<file path="config.mk">
export PLATFORM = sky130hd
export DESIGN_NAME = fmmm_cell
export DESIGN_NICKNAME = d
export VERILOG_FILES = /design/src/filtered_mean_median_mode_top_macros.svh /design/src/fmmm_pkg.sv /design/src/fmmm_cell.sv
export SDC_FILE = /design/constraint.sdc
export NUM_CORES = 1
export LEC_CHECK = 0
export ABC_AREA = 1
export BUFFER_PORTS_ARGS = -buffer_cell sky130_fd_sc_hd__buf_2
export CAP_MARGIN = 25
export CORE_MARGIN = 2
export CORE_UTILIZATION = 25
export CTS_CLUSTER_SIZE = 40
export DETAILED_ROUTE_END_ITERATION = 8
export PLACE_DENSITY = 0.58
export SKIP_LAST_GASP = 1
export SYNTH_ARGS = -nofsm -noshare
export SYNTH_HDL_FRONTEND = slang
export SYNTH_SLANG_ARGS = --single-unit
</file>
<file path="constraint.sdc">
create_clock -name clk -period 2.7 [get_ports clk]
set_input_delay 0.27 -clock clk [delete_from_list [all_inputs] [get_ports clk]]
set_output_delay 0.27 -clock clk [all_outputs]
set_load 0.03 [all_outputs]
</file>
<file path="src/filtered_mean_median_mode_top_macros.svh">
// assertion macros for the top rtl module
// expects clk and arst_n in the scope of each use
`ifndef FILTERED_MEAN_MEDIAN_MODE_TOP_MACROS_SVH
`define FILTERED_MEAN_MEDIAN_MODE_TOP_MACROS_SVH

// property checked on every rising clock edge outside reset
`define FMMM_ASSERT(label, prop, msg) \
	label: assert property (@(posedge clk) disable iff (!arst_n) prop) else $error(msg);

// condition that must never be true outside reset
`define FMMM_NEVER(label, cond, msg) \
	label: assert property (@(posedge clk) disable iff (!arst_n) !(cond)) else $error(msg);

`endif

</file>
<file path="src/fmmm_pkg.sv">
// shared types and constants for the filtered mean/median/mode block
// no dependencies
`timescale 1ns / 1ps

package fmmm_pkg;

	localparam int MAX_VALUES_DEF = 256;
	localparam int VAL_W = 32;
	localparam int KEY_W = 24;
	localparam int SUM_W = 40;
	localparam int CNT_OUT_W = 9;

	// value handed between neighboring cells
	typedef struct packed {
		logic             vld;
		logic [VAL_W-1:0] val;
	} cell_link_t;

	typedef enum logic [3:0] {
		ST_IDLE   = 4'b0001,
		ST_SETTLE = 4'b0010,
		ST_DRAIN  = 4'b0100,
		ST_DIVW   = 4'b1000
	} state_t;

endpackage

</file>
<file path="src/fmmm_cell.sv">
// one cell of the insertion sorting chain: holds one value, passes the larger on
// depends on fmmm_pkg
`timescale 1ns / 1ps

module fmmm_cell (
	input  logic                clk,
	input  logic                arst_n,
	input  logic                shift,
	input  fmmm_pkg::cell_link_t in_link,
	input  fmmm_pkg::cell_link_t nb_link,
	output fmmm_pkg::cell_link_t pass_link,
	output fmmm_pkg::cell_link_t held_link
);

	logic                      held_vld_q;
	logic [fmmm_pkg::VAL_W-1:0] held_val_q;
	logic                      pass_vld_q;
	logic [fmmm_pkg::VAL_W-1:0] pass_val_q;

	always_ff @(posedge clk or negedge arst_n) begin
		if (!arst_n) begin
			held_vld_q <= 1'b0;
			pass_vld_q <= 1'b0;
		end else if (shift) begin
			held_vld_q <= nb_link.vld;
			pass_vld_q <= 1'b0;
		end else if (in_link.vld) begin
			held_vld_q <= 1'b1;
			pass_vld_q <= held_vld_q;
		end else begin
			pass_vld_q <= 1'b0;
		end
	end

	always_ff @(posedge clk) begin
		if (shift) begin
			held_val_q <= nb_link.val;
		end else if (in_link.vld) begin
			if (!held_vld_q) begin
				held_val_q <= in_link.val;
			end else if (in_link.val < held_val_q) begin
				held_val_q <= in_link.val;
				pass_val_q <= held_val_q;
			end else begin
				pass_val_q <= in_link.val;
			end
		end
	end

	assign pass_link = '{vld: pass_vld_q, val: pass_val_q};
	assign held_link = '{vld: held_vld_q, val: held_val_q};

endmodule

</file>
# After elaboration in Yosys (flattened, before gate mapping)
# Cells that the tools add are included.
[word_totals] ramBits=0 ff_bits=66 romBits=0 memories=0 latchBits=0 wordCells=19 out_inout_bits=66 input_bits=69
[classes] n_div=0 muxes=9 mul=0 bitwise=1 addsub=0 magnitude_cmp=1 reduce_logical=3 shifts=0 eq_ne=1
[op_table] op="32-bit 2-to-1 mux" n=5
[op_table] op="32-bit less-than comparator" n=1
[op_table] op="1-bit 2-to-1 mux" n=4
[op_table] op="3-bit by 2-bit != test with 1-bit output (second input constant)" n=1
[op_table] op="3-bit AND reduction" n=1
[op_table] op="2-bit AND reduction" n=1
[op_table] op="2-bit nonzero test" n=1
[op_table] op="1-bit NOT" n=1

# Longest topological paths before layout
[logic_depth] ltp_word=5 depth_mapped=15 ltp_nobuf=14

# Least setup slack after synthesis
# OpenSTA, ideal clock, no wires.
[synth_timing] path_type="reg-to-reg" from="reg held_val_q[21] (netlist name)" to="reg held_val_q[0] (netlist name) (enable)" slack_ps=-356 period_less_slack_ps=3056 required_ps=2300 path_stages_with_launch=11 setup_ps=400 arrival_time_ps=2656 path_buffers=1 cell_sequence="edfxtp_1 inv_1 ha_1 a21oi_1 nor2_1 nor2_1 nand3_1 a21oi_4 nand2_4 buf_6 a21oi_2"
[synth_between] elab_chain_cells=3
[synth_rtl] item="start, declared" line_no="fmmm_cell.sv:16" text="logic [fmmm_pkg::VAL_W-1:0] held_val_q;"
[synth_rtl] item="start signal, assigned" line_no="fmmm_cell.sv:37" text="held_val_q <= nb_link.val;"
[synth_rtl] item="start signal, assigned" line_no="fmmm_cell.sv:40" text="held_val_q <= in_link.val;"
[synth_rtl] item="start signal, assigned" line_no="fmmm_cell.sv:42" text="held_val_q <= in_link.val;"
[synth_rtl] item="32-bit less-than comparator" line_no="fmmm_cell.sv:41" text="end else if (in_link.val < held_val_q) begin"
[synth_rtl] item="3-bit by 2-bit != test with 1-bit output (no line)"
[synth_rtl] item="2-bit AND reduction (no line)"
# No other way between the ends.
# A chain may end at the register's enable or synchronous reset.

# Worst setup path in the final report
[layout_timing] from="reg held_val_q[5] (netlist name)" to="reg held_val_q[15] (netlist name) (enable)"
# The elaborated chain is that of the path after synthesis.

==> results.yml <==
logic_synthesis:
  synth_simple_gate_area_share_pct: 26.0
  synth_compound_area_share_pct: 3.23
  synthMuxAreaShare_pct: 0
  synth_cell_type_count: 21
  synthesis.area_per_instance_um2: 8.88
  post_synth_inst_count: 419
  ys_ff_latch: 66
  synth_fp_nets: 519
  number_of_warning_messages_in_the_yosys_log: 0
  synth_top_family_by_area: "simple AND/OR/NAND/NOR gates"
  synth_adder_area_share_pct: 10.4
  post_synth_instance_area_um2: 3720
  post_synth_xor_area_fraction_pct: 0
  sequential_fraction_of_the_synthesis_area_pct: 53.0
floorplanning:
  die_h_um: 126
  placeableCoreArea_um2: 14500
  die-area_um2: 15900
  boundaryPins: 135
  rows: 44
  initial_standard_cell_utilization_of_the_core_pct: 25.6
  die_width_um: 126
sta:
  min_period_over_period_pct: 82.8
  final_critical_path_setup_slack_ns: 0.463
  slew_headroom_pct: 58.7
  drv_slew: 0
  tightest_slew_ns: 0.619
  max_clock_freq_mhz: 447
  period_minus_slack_ns: 2.24
  worst_clk_skew_ns: 0.00682
  timing.final.setup_violations: 0
  totalNegativeSetupSlack_ns: 0
  setup_repair_after_global_routing_missed_its_margin: "false"
  timing_hold_violations_final: 0
  holdWs_ns: 0.213
global_route:
  grt_use_total_pct: 13.5
  grt_max_degree: 33
  grt_overflow: 0
  grt_pass1_vias: 3219
  initial_antenna_violation_count: 0
  grt_pass1_wl_um: 16600
cts:
  clock_latency_on_the_worst_skew_pair_ns: 0.33
  cts_max_level: 3
  tritoncts_num_sinks: 66
  ctsRootBufferMaster: "clkbuf_16"
  clkSlewWorstSetupHoldPaths_ns: 0.05
  tritoncts_buffer_count: 9
  post_cts.repair.setup_buffers: 0
  clockBufferDepth: 2
  hold_buffers: 1
  cts_tree: "done"
  ctsResizeCount: 0
detailed_routing:
  detailedRoute.firstPassIterationCount: 4
  via_count: 3250
  postRouteAntennaNets: 0
  detail_route.wirelength_um: 10500
  drt_iter0_markers: 160
  post_drt_via_cell_ratio: 4.36
  avgRoutedWirePerCell_um: 14.1
  route.detailed.drc: 0
layout:
  area_growth_pct: 31.2
  diodes: 0
  final_area_um2: 4880
  nets: 656
  filler_cell_count: 1534
  drive_gt1_share_pct: 28.3
  final-seq-area_um2: 1970
  multi_input_comb_area_um2: 1490
  final_util_pct: 33.6
run_status:
  outcome: "completed"
placement:
  placed_cell_area_um2: 4590
  total_of_buffers_placed_on_input_and_output_ports: 134
  gp_routability_congestion: 0.761
  post-dp-hpwl_um: 7830
  place_ws_ns: 0.438
worst_hold_path:
  hp-class: "primary input to register"
critical_path:
  crit_chain: "inv_1, ha_1, a21oi_1, nor2_1, nor3_1, nand2_1, nand2_1, nand2_1, nand2_2, nand2_4, a21oi_4, buf_4"
  setup.worst_path.start_class: "register"
  timing.critical_path.to_type: "register"
  cp_slowest_stage_delay_ns: 0.41
  critical-path-slowest-cell: "edfxtp_1"
  critPathMaxFanout: 16
  critical_path_required_ns: 2.71
  path_buf_inv: 2
  critPathArrivalTime_ns: 2.25
  worstSetupPathType: "register to register"
  crit_path_frequent_cell: "nand2_1"
  worst_path_dominant_cell_family: "simple AND/OR/NAND/NOR gates"
power:
  power.density_nw_per_um2: 670
  power_leakage_nw: 2.51
  ir_drop_mv: 0.284
flow_run:
  max-cap-violations: 0
==> synth_stat cells <==
master,instances,share of area [%]
nand2_2,1,0.17
buf_1,2,0.20
nor2_1,15,1.5
o21ai_0,4,0.54
nand3_1,35,4.7
nand2_4,1,0.30
nand4_1,1,0.17
buf_6,3,0.91
nand2_1,187,19
clkbuf_4,1,0.20
clkbuf_1,5,0.50
edfxtp_1,64,52
dfrtp_1,2,1.3
buf_4,7,1.4
nor3_1,2,0.27
ha_1,31,10
o21ai_1,1,0.13
inv_1,41,4.1
a21oi_2,1,0.24
a21oi_4,1,0.44
a21oi_1,14,1.9
==> cell families after synthesis <==
| logic type | after synthesis |
|---|---|
| buffers and inverters | 59 |
| adders and majority gates | 31 |
| DFF | 66 |
| and+or+nand+nor | 242 |
| AOI/OAI and AO/OA | 21 |
==> per-stage QoR <==
step	total power, mW	cells
4_1_cts	3.32	745
3_5_place_dp	2.19	728
5_1_grt	3.46	745
3_3_place_gp	2.16	727
2_1_floorplan	1.92	419
6_report	3.27	745
==> routing by layer <==
layer,routed length [um],vias up,track usage (%)
li1,-,1633,-
met1,4690,1504,17.4
met2,5060,106,22.2
met3,632,7,3.78
met4,101,0,4.27
met5,0,-,0
==> worst reg2reg max path, cell delays in order (launching register included) <==
cell,delay (ns)
edfxtp_1,0.41
inv_1,0.07
ha_1,0.23
a21oi_1,0.14
nor2_1,0.05
nor3_1,0.12
nand2_1,0.10
nand2_1,0.06
nand2_1,0.09
nand2_2,0.10
nand2_4,0.10
a21oi_4,0.15
buf_4,0.28
==> layout make-up <==
class                           instances  area share [%]
Clock inverter                          4           0.872
Timing Repair Buffer                  144            15.5
Sequential cell                        66            40.4
Tap cell                              184            4.72
Clock buffer                           12            4.84
Inverter                               41            3.15
Multi-Input combinational cell        294            30.5
==> flip-flops by register name, indices dropped and copies added, names as in the netlist <==
register and flops:
pass_val_q 32, held_val_q 32, held_vld_q 1, pass_vld_q 1
==> layout by cell type (no fill, tap or decap) <==
master         Yosys  routed
nand2_4            1       1
nor2_1            15      14
nor3_1             2       2
nor2_4             0       1
buf_8              0       1
inv_1             41      41
ha_1              31      31
nand3_1           35      35
clkbuf_1           5       3
buf_4              7       8
bufinv_16          0       1
nand2_2            1       1
edfxtp_1          64      64
dfrtp_1            2       2
clkinv_2           0       1
nand4_1            1       1
nand2_1          187     187
a21oi_4            1       2
buf_2              0     134
clkbuf_16          0       9
dlygate4sd3_1      0       1
o21ai_1            1       1
o21ai_0            4       4
a21oi_1           14      14
clkinv_1           0       2
==> path summary, 6_finish.rpt <==
path	start	endpoint	slack, ns	cells after the start
max	held_val_q[5]$_DFFE_PP_	held_val_q[15]$_DFFE_PP_	0.46	12
min	nb_link[28]	held_val_q[28]$_DFFE_PP_	0.21	3
max reg2reg	held_val_q[5]$_DFFE_PP_	held_val_q[15]$_DFFE_PP_	0.46	12
min reg2reg	held_vld_q$_DFFE_PN0P_	held_vld_q$_DFFE_PN0P_	0.60	2
max in group asynchronous	arst_n	held_vld_q$_DFFE_PN0P_	2.35	2
min in group asynchronous	arst_n	pass_vld_q$_DFF_PN0_	0.25	2
==> where the power goes <==
part / leakage [nW] / switching (mW) / internal, mW / total, mW
Sequential: 0.648 / 0.0545 / 1.27 / 1.32
Clock: 0.136 / 0.405 / 0.707 / 1.11
Combinational: 1.73 / 0.566 / 0.266 / 0.832
No activity file was read; power rests on OpenSTA's default activity.
