==> src/filtered_mean_median_mode_top_macros.svh <==
// assertion macros for the top rtl module
// expects clk and arst_n in the scope of each use
`ifndef FILTERED_MEAN_MEDIAN_MODE_TOP_MACROS_SVH
`define FILTERED_MEAN_MEDIAN_MODE_TOP_MACROS_SVH

// property checked on every rising clock edge outside reset
`define FMMM_ASSERT(label, prop, msg) \
	label: assert property (@(posedge clk) disable iff (!arst_n) prop) else $error(msg);

// condition that must never be true outside reset
`define FMMM_NEVER(label, cond, msg) \
	label: assert property (@(posedge clk) disable iff (!arst_n) !(cond)) else $error(msg);

`endif

==> src/fmmm_div.sv <==
// restoring divider, one quotient bit per cycle
// no package dependencies
`timescale 1ns / 1ps

module fmmm_div #(
	parameter int DW = 40,
	parameter int NW = 9
) (
	input  logic          clk,
	input  logic          arst_n,
	input  logic          start,
	input  logic [DW-1:0] dividend,
	input  logic [NW-1:0] divisor,
	output logic          busy,
	output logic [DW-1:0] quotient
);

	localparam int SW = $clog2(DW + 1);

	logic [SW-1:0] step_q;
	logic [DW-1:0] dvd_q;
	logic [NW-1:0] rem_q;
	logic [NW-1:0] dsr_q;
	logic [NW:0]   trial;
	logic          fits;

	assign trial = {rem_q, dvd_q[DW-1]};
	assign fits  = trial >= {1'b0, dsr_q};

	always_ff @(posedge clk or negedge arst_n) begin
		if (!arst_n) begin
			step_q <= '0;
		end else if (start) begin
			step_q <= SW'(DW);
		end else if (step_q != '0) begin
			step_q <= step_q - 1'b1;
		end
	end

	always_ff @(posedge clk) begin
		if (start) begin
			dvd_q <= dividend;
			rem_q <= '0;
			dsr_q <= divisor;
		end else if (step_q != '0) begin
			dvd_q <= {dvd_q[DW-2:0], fits};
			rem_q <= fits ? NW'(trial - {1'b0, dsr_q}) : NW'(trial);
		end
	end

	assign busy     = step_q != '0;
	assign quotient = dvd_q;

endmodule

==> config.mk <==
export PLATFORM = sky130hd
export DESIGN_NAME = fmmm_div
export DESIGN_NICKNAME = d
export VERILOG_FILES = /design/src/filtered_mean_median_mode_top_macros.svh /design/src/fmmm_div.sv
export SDC_FILE = /design/constraint.sdc
export NUM_CORES = 1
export LEC_CHECK = 0
export BUFFER_PORTS_ARGS = -buffer_cell sky130_fd_sc_hd__clkbuf_2
export CORE_UTILIZATION = 40
export DETAILED_ROUTE_END_ITERATION = 8
export SYNTH_ARGS = -nofsm -noshare
export SYNTH_HDL_FRONTEND = slang
export SYNTH_SLANG_ARGS = --single-unit
==> constraint.sdc <==
create_clock -name clk -period 6.5 [get_ports clk]
set_input_delay 0.65 -clock clk [delete_from_list [all_inputs] [get_ports clk]]
set_output_delay 0.65 -clock clk [all_outputs]
set_load 0.01 [all_outputs]
* Yosys cells after proc, flatten, opt, wreduce, memory -nomap -nowiden
Cells that the tools add are included.
Cells by class: $add $sub $neg 2, magnitude comparators 1, mux-type cells 5, reductions and logical operators 2
Operators by type and width (count):
- $mux 40 | 2
- $mux 6 | 2
- $ge 10x9->1 | 1
- $mux 9 | 1
- $sub 9x9->9 | 1
- $reduce_bool 6->1 | 1
- $sub 6x1->6 const B | 1
- $reduce_bool 2->1 | 1
Storage, ports and cells: register bits after elaboration 64, output and inout port bits 41, logic and storage cells 14

* Logic depth before layout (Yosys ltp)
Gate-level depths: netlist of run 1.
word-level depth 3, depth in mapped cells 10

* Worst setup path before layout of run 1
Ideal clock, no wire load.
kind reg-to-reg, start point register dvd_q[39] (netlist: quotient[39]), end point register rem_q[0], arrival 2.494 ns, required time 6.414 ns, slack 3.921 ns, stages on the path, launching flop included 10, path buffers 0, clock period less this slack 2.579 ns, path through edfxtp_1 -> inv_1 -> ha_1 -> inv_1 -> fa_1 -> a21o_1 -> a221o_1 -> a211oi_2 -> mux2_2 -> a211oi_1
On the way: longest elaborated chain between the ends 2, elaborated cells between the ends (all ways) 3, those cells by class 1 x add/sub; 1 x order compare; 1 x mux
Ends and longest elaborated chain:
- start, declared | line fmmm_div.sv:21 | logic [DW-1:0] dvd_q;
- start signal, assigned | line fmmm_div.sv:42 | dvd_q <= dividend;
- start signal, assigned | line fmmm_div.sv:46 | dvd_q <= {dvd_q[DW-2:0], fits};
- $sub 9x9->9 or $ge 10x9->1 (tied branches) | line fmmm_div.sv:47, fmmm_div.sv:28
- $mux 9 * | line fmmm_div.sv:47 | rem_q <= fits ? NW'(trial - {1'b0, dsr_q}) : NW'(trial);
- end signal, assigned | line fmmm_div.sv:47
- end, declared | line fmmm_div.sv:22 | logic [NW-1:0] rem_q;
Mark *: on every way between the ends. The rest lies on a longest branch, timed or not. A chain may end at the register's enable or synchronous reset.

* Worst setup path in the final report of run 1
start point register step_q[0], end point output busy
On the way: longest elaborated chain between the ends 1
Ends and longest elaborated chain:
- start, declared | line fmmm_div.sv:20 | logic [SW-1:0] step_q;
- start signal, assigned | line fmmm_div.sv:34 | step_q <= SW'(DW);
- start signal, assigned | line fmmm_div.sv:36 | step_q <= step_q - 1'b1;
- $reduce_bool 6->1 | line fmmm_div.sv:51 | assign busy = step_q != '0;
- end, declared | line fmmm_div.sv:14 | output logic busy,
Every way passes these cells.

==> results.txt, run 1 <==
The final period demand of the worst path is around 3.0 ns. The clock latency reported for the late side of the worst-skew pair is 0.33 ns. The number of maximum-capacitance violations is 0. The number of nets in the finished design came out at 393. The number of inserted filler cells in the final layout came out at 650. The number of buffers inserted by port buffering came out at 92. By count the netlist is led by sky130_fd_sc_hd__edfxtp_1 (49), sky130_fd_sc_hd__mux2_2 (42), sky130_fd_sc_hd__inv_1 (15). The worst-case clock skew is about 0.009 ns. In this run the cell area of the synthesized design comes to about 3100 sq um. Pin placement for this block handled 93 I/O pins.

Setup repair after global routing left no endpoint under its margin. Dividing the detail-routed wire length by the instance count gives 13.9 um. The via count normalized by instance count came out at ~5.0. The pre-CTS setup slack is roughly 3.6 ns. For this block, the via count after detailed routing is about 2.2k. 0 antenna diodes ended up in the layout.

The sort of element at the start of the critical path is a register. The CTS tree is yes. Once layout is complete, the utilization of the core stands at roughly 52%.

For this run, design rule violations remaining after detail routing come to 0. The area of all placed cells without fillers came out at 3860 sq um. Once the clock tree was built, the resizer swapped 0 gates to a different size. The clock edge transition at the registers on the reported setup and hold paths came out at roughly 0.07 ns. The HPWL reported at the end of detailed placement is approximately 4300 um. The number of nets produced by synthesis came out at between 200 and 300. The sequential cell area fraction in the yosys report is a little under three fifths.

Counting flops with an async set or reset pin after synthesis yields a share of around a tenth. The share of the synthesized area in the top cell type came out at a little under half. The number of global-route vias before repair is 2089. Hold repair after CTS inserted 0 buffers. The top cell type by total area after synthesis is sky130_fd_sc_hd__edfxtp_1. In the final layout, the multi-input gates occupy approximately 1200 sq um. Summing all flip-flop and latch instances after layout gives about 1800 sq um. Once detail routing completed, the nets flagged for antenna violations numbered 0.

IR analysis of the VDD net gives a maximum drop of approximately 0.13 mV. The worst reg-to-reg path cell count came out at 6. The mean area per synthesized cell is roughly 13 sq um. For the pin with the worst max-slew slack, the measured transition is roughly 0.93 ns. The placeable core region came out at 7410 sq um.

The number of placed instances, taps included, is ~420. Among all cell types in the netlist, the one instantiated most often is sky130_fd_sc_hd__edfxtp_1. The total negative slack is 0 ns. The full die area is 8210 sq um. The total overflow left after global routing is 0. The final hold violation count came out at 0. The max-slew violation count is 0.

The arrival time reported for the critical path endpoint came out at about 2.3 ns. For this run, the leading register cell type out of synthesis is sky130_fd_sc_hd__edfxtp_1. The post-synthesis to final-layout area growth came out at 22.9%.

The synthesized flop and latch total is 64. The detailed-router iteration count before antenna repair came out at 4. The horizontal extent of the die is just over 90 um. The endpoint kind of the worst setup timing path is a primary output. The number of warnings reported in the yosys synthesis log came out at 0.

The non-filler instance count after layout came out at between 400 and 500. The worst setup slack for register-to-register paths is between 3 and 4 ns. The worst register-to-register path ends at quotient[39]$_DFFE_PP_. The maximum clock insertion buffer count is 2. Clock tree synthesis selected as its root buffer the cell sky130_fd_sc_hd__clkbuf_8. The share of post-route cells with drive strength above 1 came out at 47.2%. The final setup violation count is 0.

The total wirelength of the detailed-routed design came out at approximately 6100 um. The aggregate global-route resource usage is around 16%. The number of antenna violations at the first check in global routing is 0. Measured against its own limit, the worst slew margin works out to approximately two fifths. The first-pass GRT wire length is 10000 um. The H-tree was split into 3 levels. The largest net degree at the start of global routing is 42. The min-delay analysis places its worst path in the category input port to asynchronous set/reset pin. The reported leakage power is between 0.0015 and 0.002 uW. The final weighted congestion in routability-driven placement came out at 0.760.

The power density of the placed cells is around 310 nW/um^2. The CTS buffer count is 9. The largest fanout on the critical path is 21. The run finished with clean final reports. The total setup buffers inserted after CTS is 0. The data required time at the worst endpoint came out at around 5.9 ns.

The number of sinks on the clock net came out at 64. The final cycle utilization of the critical path is between 40% and 50%. The vertical extent of the die is just over 90 um. The setup slack after layout is roughly 3.5 ns.

The number of distinct library cells after synthesis is between 40 and 50. Ranked by total cell area, the synthesized netlist is headed by sky130_fd_sc_hd__edfxtp_1 (47%), sky130_fd_sc_hd__mux2_2 (15%), sky130_fd_sc_hd__dfxtp_1 (5.7%), sky130_fd_sc_hd__dfrtp_1 (4.8%), sky130_fd_sc_hd__ha_1 (4.0%). The row count is 31. Synthesis produced a netlist whose cell count is about 240.

Summing all placed instances gives a cell area of ~3700 sq um. The initial utilization of the core area, before any placement, comes to between 40% and 50%. The setup path with the least slack is of type register to primary output. The startpoint identified for the worst register-to-register timing path is step_q[0]$_DFFE_PN0P_. Yosys mapped a number of flops with a built-in enable equal to 49. The timing-limited maximum frequency is 335 MHz. The number of violations reported at the end of detailed-routing iteration 0 came out at roughly 110.
-- report_power, final --
part / internal (uW) / total, uW / switching (uW)
clock: 148 / 301 / 153
sequential: 509 / 551 / 42.0
combinational: 177 / 364 / 186
total: 833 / 1220 / 382
-- sequential cells by signal, indices dropped and copies added (netlist names) --
| name | flops |
|---|---|
| step_q | 6 |
| dsr_q | 9 |
| quotient | 40 |
| rem_q | 9 |
-- logic make-up after synthesis --
| logic type | synth area share, % |
|---|---|
| flops | 57.3 |
| mux | 16.6 |
| simple gates | 8.24 |
| compound gates | 8.52 |
| buf+inv | 3.23 |
| fa+ha+maj | 4.62 |
| xor+xnor | 1.39 |
-- cell usage in the layout, fill, tap and decap left out, types with 3 or more instances in the layout --
master                       instances
sky130_fd_sc_hd__a211oi_1            6
sky130_fd_sc_hd__a21oi_1             9
sky130_fd_sc_hd__and3_1              3
sky130_fd_sc_hd__clkbuf_2           92
sky130_fd_sc_hd__clkbuf_8           10
sky130_fd_sc_hd__clkinvlp_4          3
sky130_fd_sc_hd__dfrtp_1             6
sky130_fd_sc_hd__dfxtp_1             9
sky130_fd_sc_hd__edfxtp_1           49
sky130_fd_sc_hd__ha_1               10
sky130_fd_sc_hd__inv_1              15
sky130_fd_sc_hd__mux2_2             42
sky130_fd_sc_hd__mux2i_1             5
sky130_fd_sc_hd__nand2_1             6
sky130_fd_sc_hd__nand2b_1            3
sky130_fd_sc_hd__nand3b_1            6
sky130_fd_sc_hd__nor2_1             13
sky130_fd_sc_hd__nor3_1              4
sky130_fd_sc_hd__o21ai_0             5
sky130_fd_sc_hd__xnor2_1             4
-- critical path, stage by stage (launching register included) --
cell                       delay [ns]
sky130_fd_sc_hd__dfrtp_1         0.40
sky130_fd_sc_hd__inv_1           0.06
sky130_fd_sc_hd__ha_1            0.19
sky130_fd_sc_hd__nand2_1         0.08
sky130_fd_sc_hd__nor3_1          0.53
sky130_fd_sc_hd__inv_1           0.50
sky130_fd_sc_hd__clkbuf_2        0.25
-- worst max path at each step --
stage                            from                     end  slack (ns)  cells after the start
6_report        step_q[0]$_DFFE_PN0P_                    busy        3.52                      6
5_1_grt         step_q[0]$_DFFE_PN0P_                    busy        3.23                      6
4_1_cts         step_q[0]$_DFFE_PN0P_                    busy        3.48                      6
3_5_place_dp    step_q[0]$_DFFE_PN0P_   quotient[8]$_DFFE_PP_        3.58                      6
3_3_place_gp    step_q[0]$_DFFE_PN0P_  quotient[13]$_DFFE_PP_        3.70                      6
2_1_floorplan  quotient[39]$_DFFE_PP_   rem_q[0]$_SDFFE_PP0P_        3.92                      9
-- metal layers --
layer / up-vias / part of all wire [%] / GRT usage, %
met1: 1027 / 48 / 21.4
met5: - / 0 / 0
li1: 1080 / - / -
met3: 5 / 4.4 / 4.29
met2: 53 / 47 / 23.8
met4: 0 / 0.69 / 4.44
-- per-stage QoR --
step | total power (uW) | hold slack [ns]
floorplan | 823 | 0.354
global placement | 920 | 0.487
detailed placement | 921 | 0.492
CTS | 1230 | 0.140
global route | 1290 | 0.132
finish | 1220 | 0.149
-- final cells by class --
class / instances / share of cell area, %
multi-input cells: 147 / 32.1
flip-flops and latches: 64 / 46.6
clock inverters: 5 / 0.842
clock buffers: 11 / 3.66
inverters: 15 / 1.46
repair buffers: 93 / 12.1
well taps: 99 / 3.21
No activity file was read; power rests on OpenSTA's default activity.
==> inputs of run 2 (changes only) <==
Settings changed: PLACE_DENSITY set to 0.67.
Clock period 6.5 ns to 2.49 ns, I/O delays scaled along.
==> results.txt, run 2 (synthesis results as in run 1) <==
The flow ran to the end, and the final reports show no timing, DRC or antenna violations. The number of sinks on the clock net came out at 64 (unchanged). The starting density of the core came out at 42.4% (unchanged).

The horizontal extent of the die is 90.6 um (unchanged). The aggregate global-route resource usage is 15.6% (+0.13 points). The slew of the pin with the lowest slew margin came out at 0.388 ns (-0.540 ns). The number of inserted filler cells in the final layout came out at 640 (-1.5%). In this run the clock root is driven by a sky130_fd_sc_hd__clkbuf_8. The worst-case clock skew came out at 0.0115 ns (+0.00267 ns). The placeable core region came out at 7410 sq um (unchanged).

The share of post-route cells with drive strength above 1 was 50.9% (+3.7 points). The largest stage delay on the critical path is 0.41 ns (-0.12 ns). The number of nets in the finished design is 408 (+3.8%). The power density of the placed cells is 829 nW/um^2 (+160%).

The number of inserted diodes is 0 (unchanged). The number of maximum-capacitance violations came out at 0 (unchanged). The area of all placed cells without fillers is 4050 sq um (+4.9%). The class of the most critical setup path is register to register.

The total grt overflow is 0 (unchanged). STA classifies the critical path endpoint as a register. The number of violations reported at the end of detailed-routing iteration 0 came out at 96 (-15%). The post-placement cell count is 430 (+2.9%). Leaving out fill and tap cells, the most frequent cells in the layout are sky130_fd_sc_hd__clkbuf_2 (92), sky130_fd_sc_hd__edfxtp_1 (49), sky130_fd_sc_hd__mux2_2 (41), sky130_fd_sc_hd__nor2_1 (13), sky130_fd_sc_hd__inv_1 (13). The via count normalized by instance count is 4.98 (-0.17%).

The number of buffers inserted by port buffering came out at 92 (unchanged). The vertical extent of the die is 90.6 um (unchanged). The boundary pin count is 93 (unchanged).

The per-cell routed wire length is 13.5 um (-2.9%). The CTS buffer count came out at 9 (unchanged). The total power is 3360 uW (+180%). The full die area is 8210 sq um (unchanged). The flip-flop count of the largest register, all copies and words added came out at 40 (unchanged). The via count was 2236 (+3.3%). The relative slew slack is 74.1% (+36 points). The non-filler instance count after layout is 449 (+3.5%). The final hold violation count is 0 (unchanged). Counting instances, the worst hold path has a depth of 1. The largest fanout on the critical path is 3 (-86%). The slowest stage of the critical path belongs to the cell sky130_fd_sc_hd__edfxtp_1. The max-slew violation count is 0 (unchanged).

For this run, the top clock speed supported by timing is 403 MHz. TritonCTS built the clock tree. Setup repair after global routing could not meet its margin everywhere. On the critical path the largest part of the delay comes from compound AO/OA/AOI/OAI gates.

The final routed DRC violation total was 0 (unchanged). Traced cell by cell, the critical path runs through inv_2, ha_4, inv_2, fa_2, a21o_1, a221o_1, a211o_1, buf_4, mux2i_1, a211oi_1. The number of global-route vias before repair is 2224 (+6.5%). The clock edge transition at the registers on the reported setup and hold paths came out at 0.08 ns (about the same).

The tightest min-delay check is of the input port to register type. The post-synthesis to final-layout area growth is 28.9%. The final weighted congestion in routability-driven placement came out at 0.765 (+0.64%). The number of antenna violations at the first check in global routing came out at 0 (unchanged). The standard cell area after detailed placement came to 3810 sq um (+3.2%). The deepest level of the CTS H-tree was 3 (unchanged). The final period demand of the worst path came out at 2.48 ns. The maximum vdd drop is 0.558 mV (+320%). The cell count along the critical path was 10 (+4). STA classifies the critical path startpoint as a register. The reported leakage power came out at 0.00177 uW (+6.0%). The maximum clock insertion buffer count was 2 (unchanged). In the finished design, the share of the clock period the worst path needs comes to between 90% and 100%. The row count came out at 31 (unchanged). The detailed-router iteration count before antenna repair came out at 4 (unchanged). The largest net degree at the start of global routing came to 43 (+2.4%). The most numerous cell type found on the critical path is sky130_fd_sc_hd__inv_2. The HPWL reported at the end of detailed placement is 4380 um (+1.2%).

The first-pass GRT wire length is 9980 um (-0.62%). The buffering stage count on the worst path with inverters included came out at 3 (unchanged). The arrival time reported for the critical path endpoint came out at 2.73 ns (+0.40 ns). The total wirelength of the detailed-routed design came out at 6080 um (+0.50%).

The data required time at the worst endpoint is 2.74 ns (-3.11 ns). The final setup violation count is 0 (unchanged). The clock latency reported for the late side of the worst-skew pair is 0.34 ns (about the same). The most common cell after layout, fill and taps aside is sky130_fd_sc_hd__clkbuf_2. The remaining antenna violation count came out at 0 (unchanged). The worst reg-to-reg path cell count is 10 (+4).
## run 2: timing repair
action	CTS	global route
hold buffers	1	0
endpoints found under the setup margin	5	8
gates resized for setup	6	3
pin swaps	7	10
hold endpoints to repair	6	0
setup buffers	2	0
## run 2: layout make-up
class	count	area (sq um)	area share (%)
well taps	99	124	3.06
inverters	15	56.3	1.39
flip-flops and latches	64	1800	44.5
repair buffers	108	612	15.1
clock inverters	6	60.1	1.48
clock buffers	10	128	3.15
multi-input cells	147	1270	31.3
## run 2: final timing paths
path | slack (ns) | start | endpoint
worst max-delay path | 0.01 | quotient[39]$_DFFE_PP_ | rem_q[4]$_SDFFE_PP0P_
worst min-delay path | 0.09 | divisor[3] | dsr_q[3]$_DFFE_PP_
worst max register to register | 0.01 | quotient[39]$_DFFE_PP_ | rem_q[4]$_SDFFE_PP0P_
max in group asynchronous | 2.04 | arst_n | step_q[1]$_DFFE_PN0P_
min in group asynchronous | 0.27 | arst_n | step_q[4]$_DFFE_PN0P_
worst min register to register | 0.51 | rem_q[4]$_SDFFE_PP0P_ | rem_q[5]$_SDFFE_PP0P_
## run 2: per-layer routing
metal / up-vias / GRT usage [%] / routed length (um)
li1: 1107 / - / -
met1: 1067 / 19.1 / 2670
met2: 56 / 25.5 / 2990
met3: 6 / 4.71 / 338
met4: 0 / 6.72 / 81
met5: - / 0 / 0
## run 2: through the flow
step	setup slack, ns	TNS (ns)	utilization, %	hold slack, ns
after floorplan	0.00137	0	-	-0.0466
final	0.00981	0	54.7	0.0886
after global placement	0.0898	0	51.4	0.0897
after detailed placement	-0.0154	-0.0323	51.4	0.0889
after CTS	0.000624	0	54.5	0.0691
after global routing	-0.0557	-0.256	54.7	0.0710
## run 2: where the power goes
group          leakage (uW)  switching, uW  internal [uW]
registers          0.000658            107           1330
logic               0.00102            506            559
clock network     0.0000937            400            457
==> inputs of run 3 (changes only) <==
Settings changed: BUFFER_PORTS_ARGS -buffer_cell sky130_fd_sc_hd__clkbuf_2 to unset, DONT_BUFFER_PORTS set to 1, PLACE_DENSITY 0.67 to unset.
==> results.txt, run 3 (synthesis results as in run 1) <==
The number of antenna violations at the first check in global routing came out at 0 (unchanged). The clock latency reported for the late side of the worst-skew pair is 0.34 ns (about the same). The root buffer cell chosen for the clock tree is sky130_fd_sc_hd__clkbuf_8. The vertical extent of the die was 90.6 um (unchanged).

The arrival time reported for the critical path endpoint came out at 2.75 ns (+0.02 ns). The largest fanout on the critical path came out at 4 (+1). The number of global-route vias before repair came to 2024 (-9.0%). The multi-input gate area in the final layout came to 1270 sq um (-0.20%).

The number of nets in the finished design came out at 323 (-21%). The via count came to 1948 (-13%). The share of post-route cells with drive strength above 1 is 31.3% (-20 points). The row count came out at 31 (unchanged). The number of inserted filler cells in the final layout came out at 655 (+2.3%). The power density of the placed cells is 899 nW/um^2 (+8.4%).

The slew of the pin with the lowest slew margin came to 0.535 ns (+0.147 ns). The run finished, with violations left. The boundary pin count was 93 (unchanged).

The max-slew violation count is 0 (unchanged). The total grt overflow came to 0 (unchanged). The deepest level of the CTS H-tree came to 3 (unchanged). The slowest stage of the critical path belongs to the cell sky130_fd_sc_hd__edfxtp_1.

Traced cell by cell, the critical path runs through inv_2, ha_4, inv_2, fa_2, a21o_1, a221o_1, a211o_1, buf_6, mux2i_1, a211oi_1. The final period demand of the worst path was 2.51 ns (+0.0315 ns). Compared with the post-synthesis result, the final layout area differs by 16.4%. The library cell used most frequently in the layout, excluding fill and tap cells, is sky130_fd_sc_hd__edfxtp_1. Among the stages of the critical path, the cell type that occurs most often is sky130_fd_sc_hd__inv_2. The relative slew slack came to 64.2% (-9.9 points). The total area of sequential cells came out at 1800 sq um (unchanged). The per-cell routed wire length is 17.0 um (+26%). The largest net degree at the start of global routing is 60 (+40%). The final weighted congestion in routability-driven placement came out at 0.773 (+1.1%).

The worst setup path is launched from a register. The number of buffers inserted by port buffering came out at 0 (-100%). The number of sinks on the clock net is 64 (unchanged). In this run the worst hold path is classified as input port to register.

The remaining antenna violation count was 0 (unchanged). The aggregate global-route resource usage was 15.4% (-0.21 points). The checks that failed: setup timing. The clock edge transition at the registers on the reported setup and hold paths is 0.07 ns (about the same).

The full die area came out at 8210 sq um (unchanged). The CTS tree is yes. The setup slack after layout came to -0.0217 ns (-0.0315 ns). The detailed-router iteration count before antenna repair is 4 (unchanged). The reported leakage power is 0.00141 uW (-20%).

The number of violations reported at the end of detailed-routing iteration 0 is 106 (+10%). The final design utilization is 49.3% (-5.3 points). The placeable core region came out at 7410 sq um (unchanged). The critical path is of the register to register type. The total power is 3290 uW (-2.1%). The flip-flop count of the largest register, all copies and words added is 40 (unchanged).

The largest stage delay on the critical path is 0.41 ns (about the same). The final cycle utilization of the critical path came out at 101% (+1.3 points). The total wirelength of the detailed-routed design is 6200 um (+1.9%).

The non-filler instance count after layout is 364 (-19%). The CTS buffer count came out at 9 (unchanged). The HPWL reported at the end of detailed placement came out at 4070 um (-7.2%). The maximum vdd drop came out at 0.449 mV (-19%). The horizontal extent of the die came out at 90.6 um (unchanged).

In the layout the commonest cells are sky130_fd_sc_hd__edfxtp_1 (49), sky130_fd_sc_hd__mux2_2 (42), sky130_fd_sc_hd__nor2_1 (13), sky130_fd_sc_hd__inv_1 (13), sky130_fd_sc_hd__dlygate4sd3_1 (11). The data required time at the worst endpoint is 2.73 ns (about the same). The endpoint kind of the worst setup timing path is a register. The post-placement cell count came out at 335 (-22%). The via count normalized by instance count came out at 5.35 (+7.5%). The total negative slack is -0.0217 ns (-0.0217 ns). The final setup violation count came out at 1 (+1).

The number of maximum-capacitance violations came out at 0 (unchanged). The maximum clock insertion buffer count was 2 (unchanged). The worst-case clock skew was 0.0147 ns (+0.00326 ns). The final routed DRC violation total came out at 0 (unchanged). The timing-limited maximum frequency is 398 MHz (-1.3%). The final hold violation count is 0 (unchanged). The final hold slack came out at 0.0227 ns (-0.0659 ns).

Setup repair after global routing could not meet its margin everywhere. The first-pass GRT wire length came out at 9740 um (-2.4%). The number of inserted diodes is 0 (unchanged). The starting density of the core is 42.4% (unchanged).
-- run 3: worst max-delay path: cells and delay by family, from the launching register on --
kind	cells	cell delay (ns)
AO/OA/AOI/OAI	4	1.14
flip-flops	1	0.41
multiplexers	1	0.10
adder cells (fa/ha/maj)	2	0.48
buffers and inverters	3	0.28
-- run 3: what timing repair did --
item | in CTS | in global routing
pin swaps | 2 | 11
setup buffers | 1 | 1
gates resized for setup | 0 | 10
cloned | 0 | 0
hold endpoints to repair | 26 | 0
hold buffers | 11 | 0
endpoints found under the setup margin | 5 | 9
-- run 3: layout make-up --
cell class,instances,share of cell area [%]
Multi-Input combinational cell,147,34.6
Timing Repair Buffer,23,6.02
Clock inverter,6,1.64
Clock buffer,10,3.49
Sequential cell,64,49.3
Inverter,15,1.54
Tap cell,99,3.39
-- run 3: final timing paths --
path	from	cells past startpoint	slack [ns]	endpoint
setup reg to reg	quotient[39]$_DFFE_PP_	10	-0.02	rem_q[3]$_SDFFE_PP0P_
setup / recovery	quotient[39]$_DFFE_PP_	10	-0.02	rem_q[3]$_SDFFE_PP0P_
hold / removal	start	0	0.02	dsr_q[5]$_DFFE_PP_
max in group asynchronous	arst_n	1	2.02	step_q[4]$_DFFE_PN0P_
min in group asynchronous	arst_n	1	0.23	step_q[5]$_DFFE_PN0P_
hold reg to reg	rem_q[4]$_SDFFE_PP0P_	2	0.51	rem_q[5]$_SDFFE_PP0P_
-- run 3: where the power goes --
part	internal, uW	switching (uW)
registers	1330	159
logic	493	438
clock network	458	408
-- run 3: stage by stage --
step	cell area (sq um)	setup slack, ns
finish	3660	-0.0217
detailed placement	3310	-0.00443
CTS	3620	0.00539
floorplan	3140	0.00137
global placement	3310	0.0829
global route	3660	-0.136
-- run 3: per-layer routing --
layer  global-route usage, %  wire, um
met1                    18.6      2810
met2                    24.7      2940
met3                    5.22       387
met5                       0         0
met4                    7.39        62
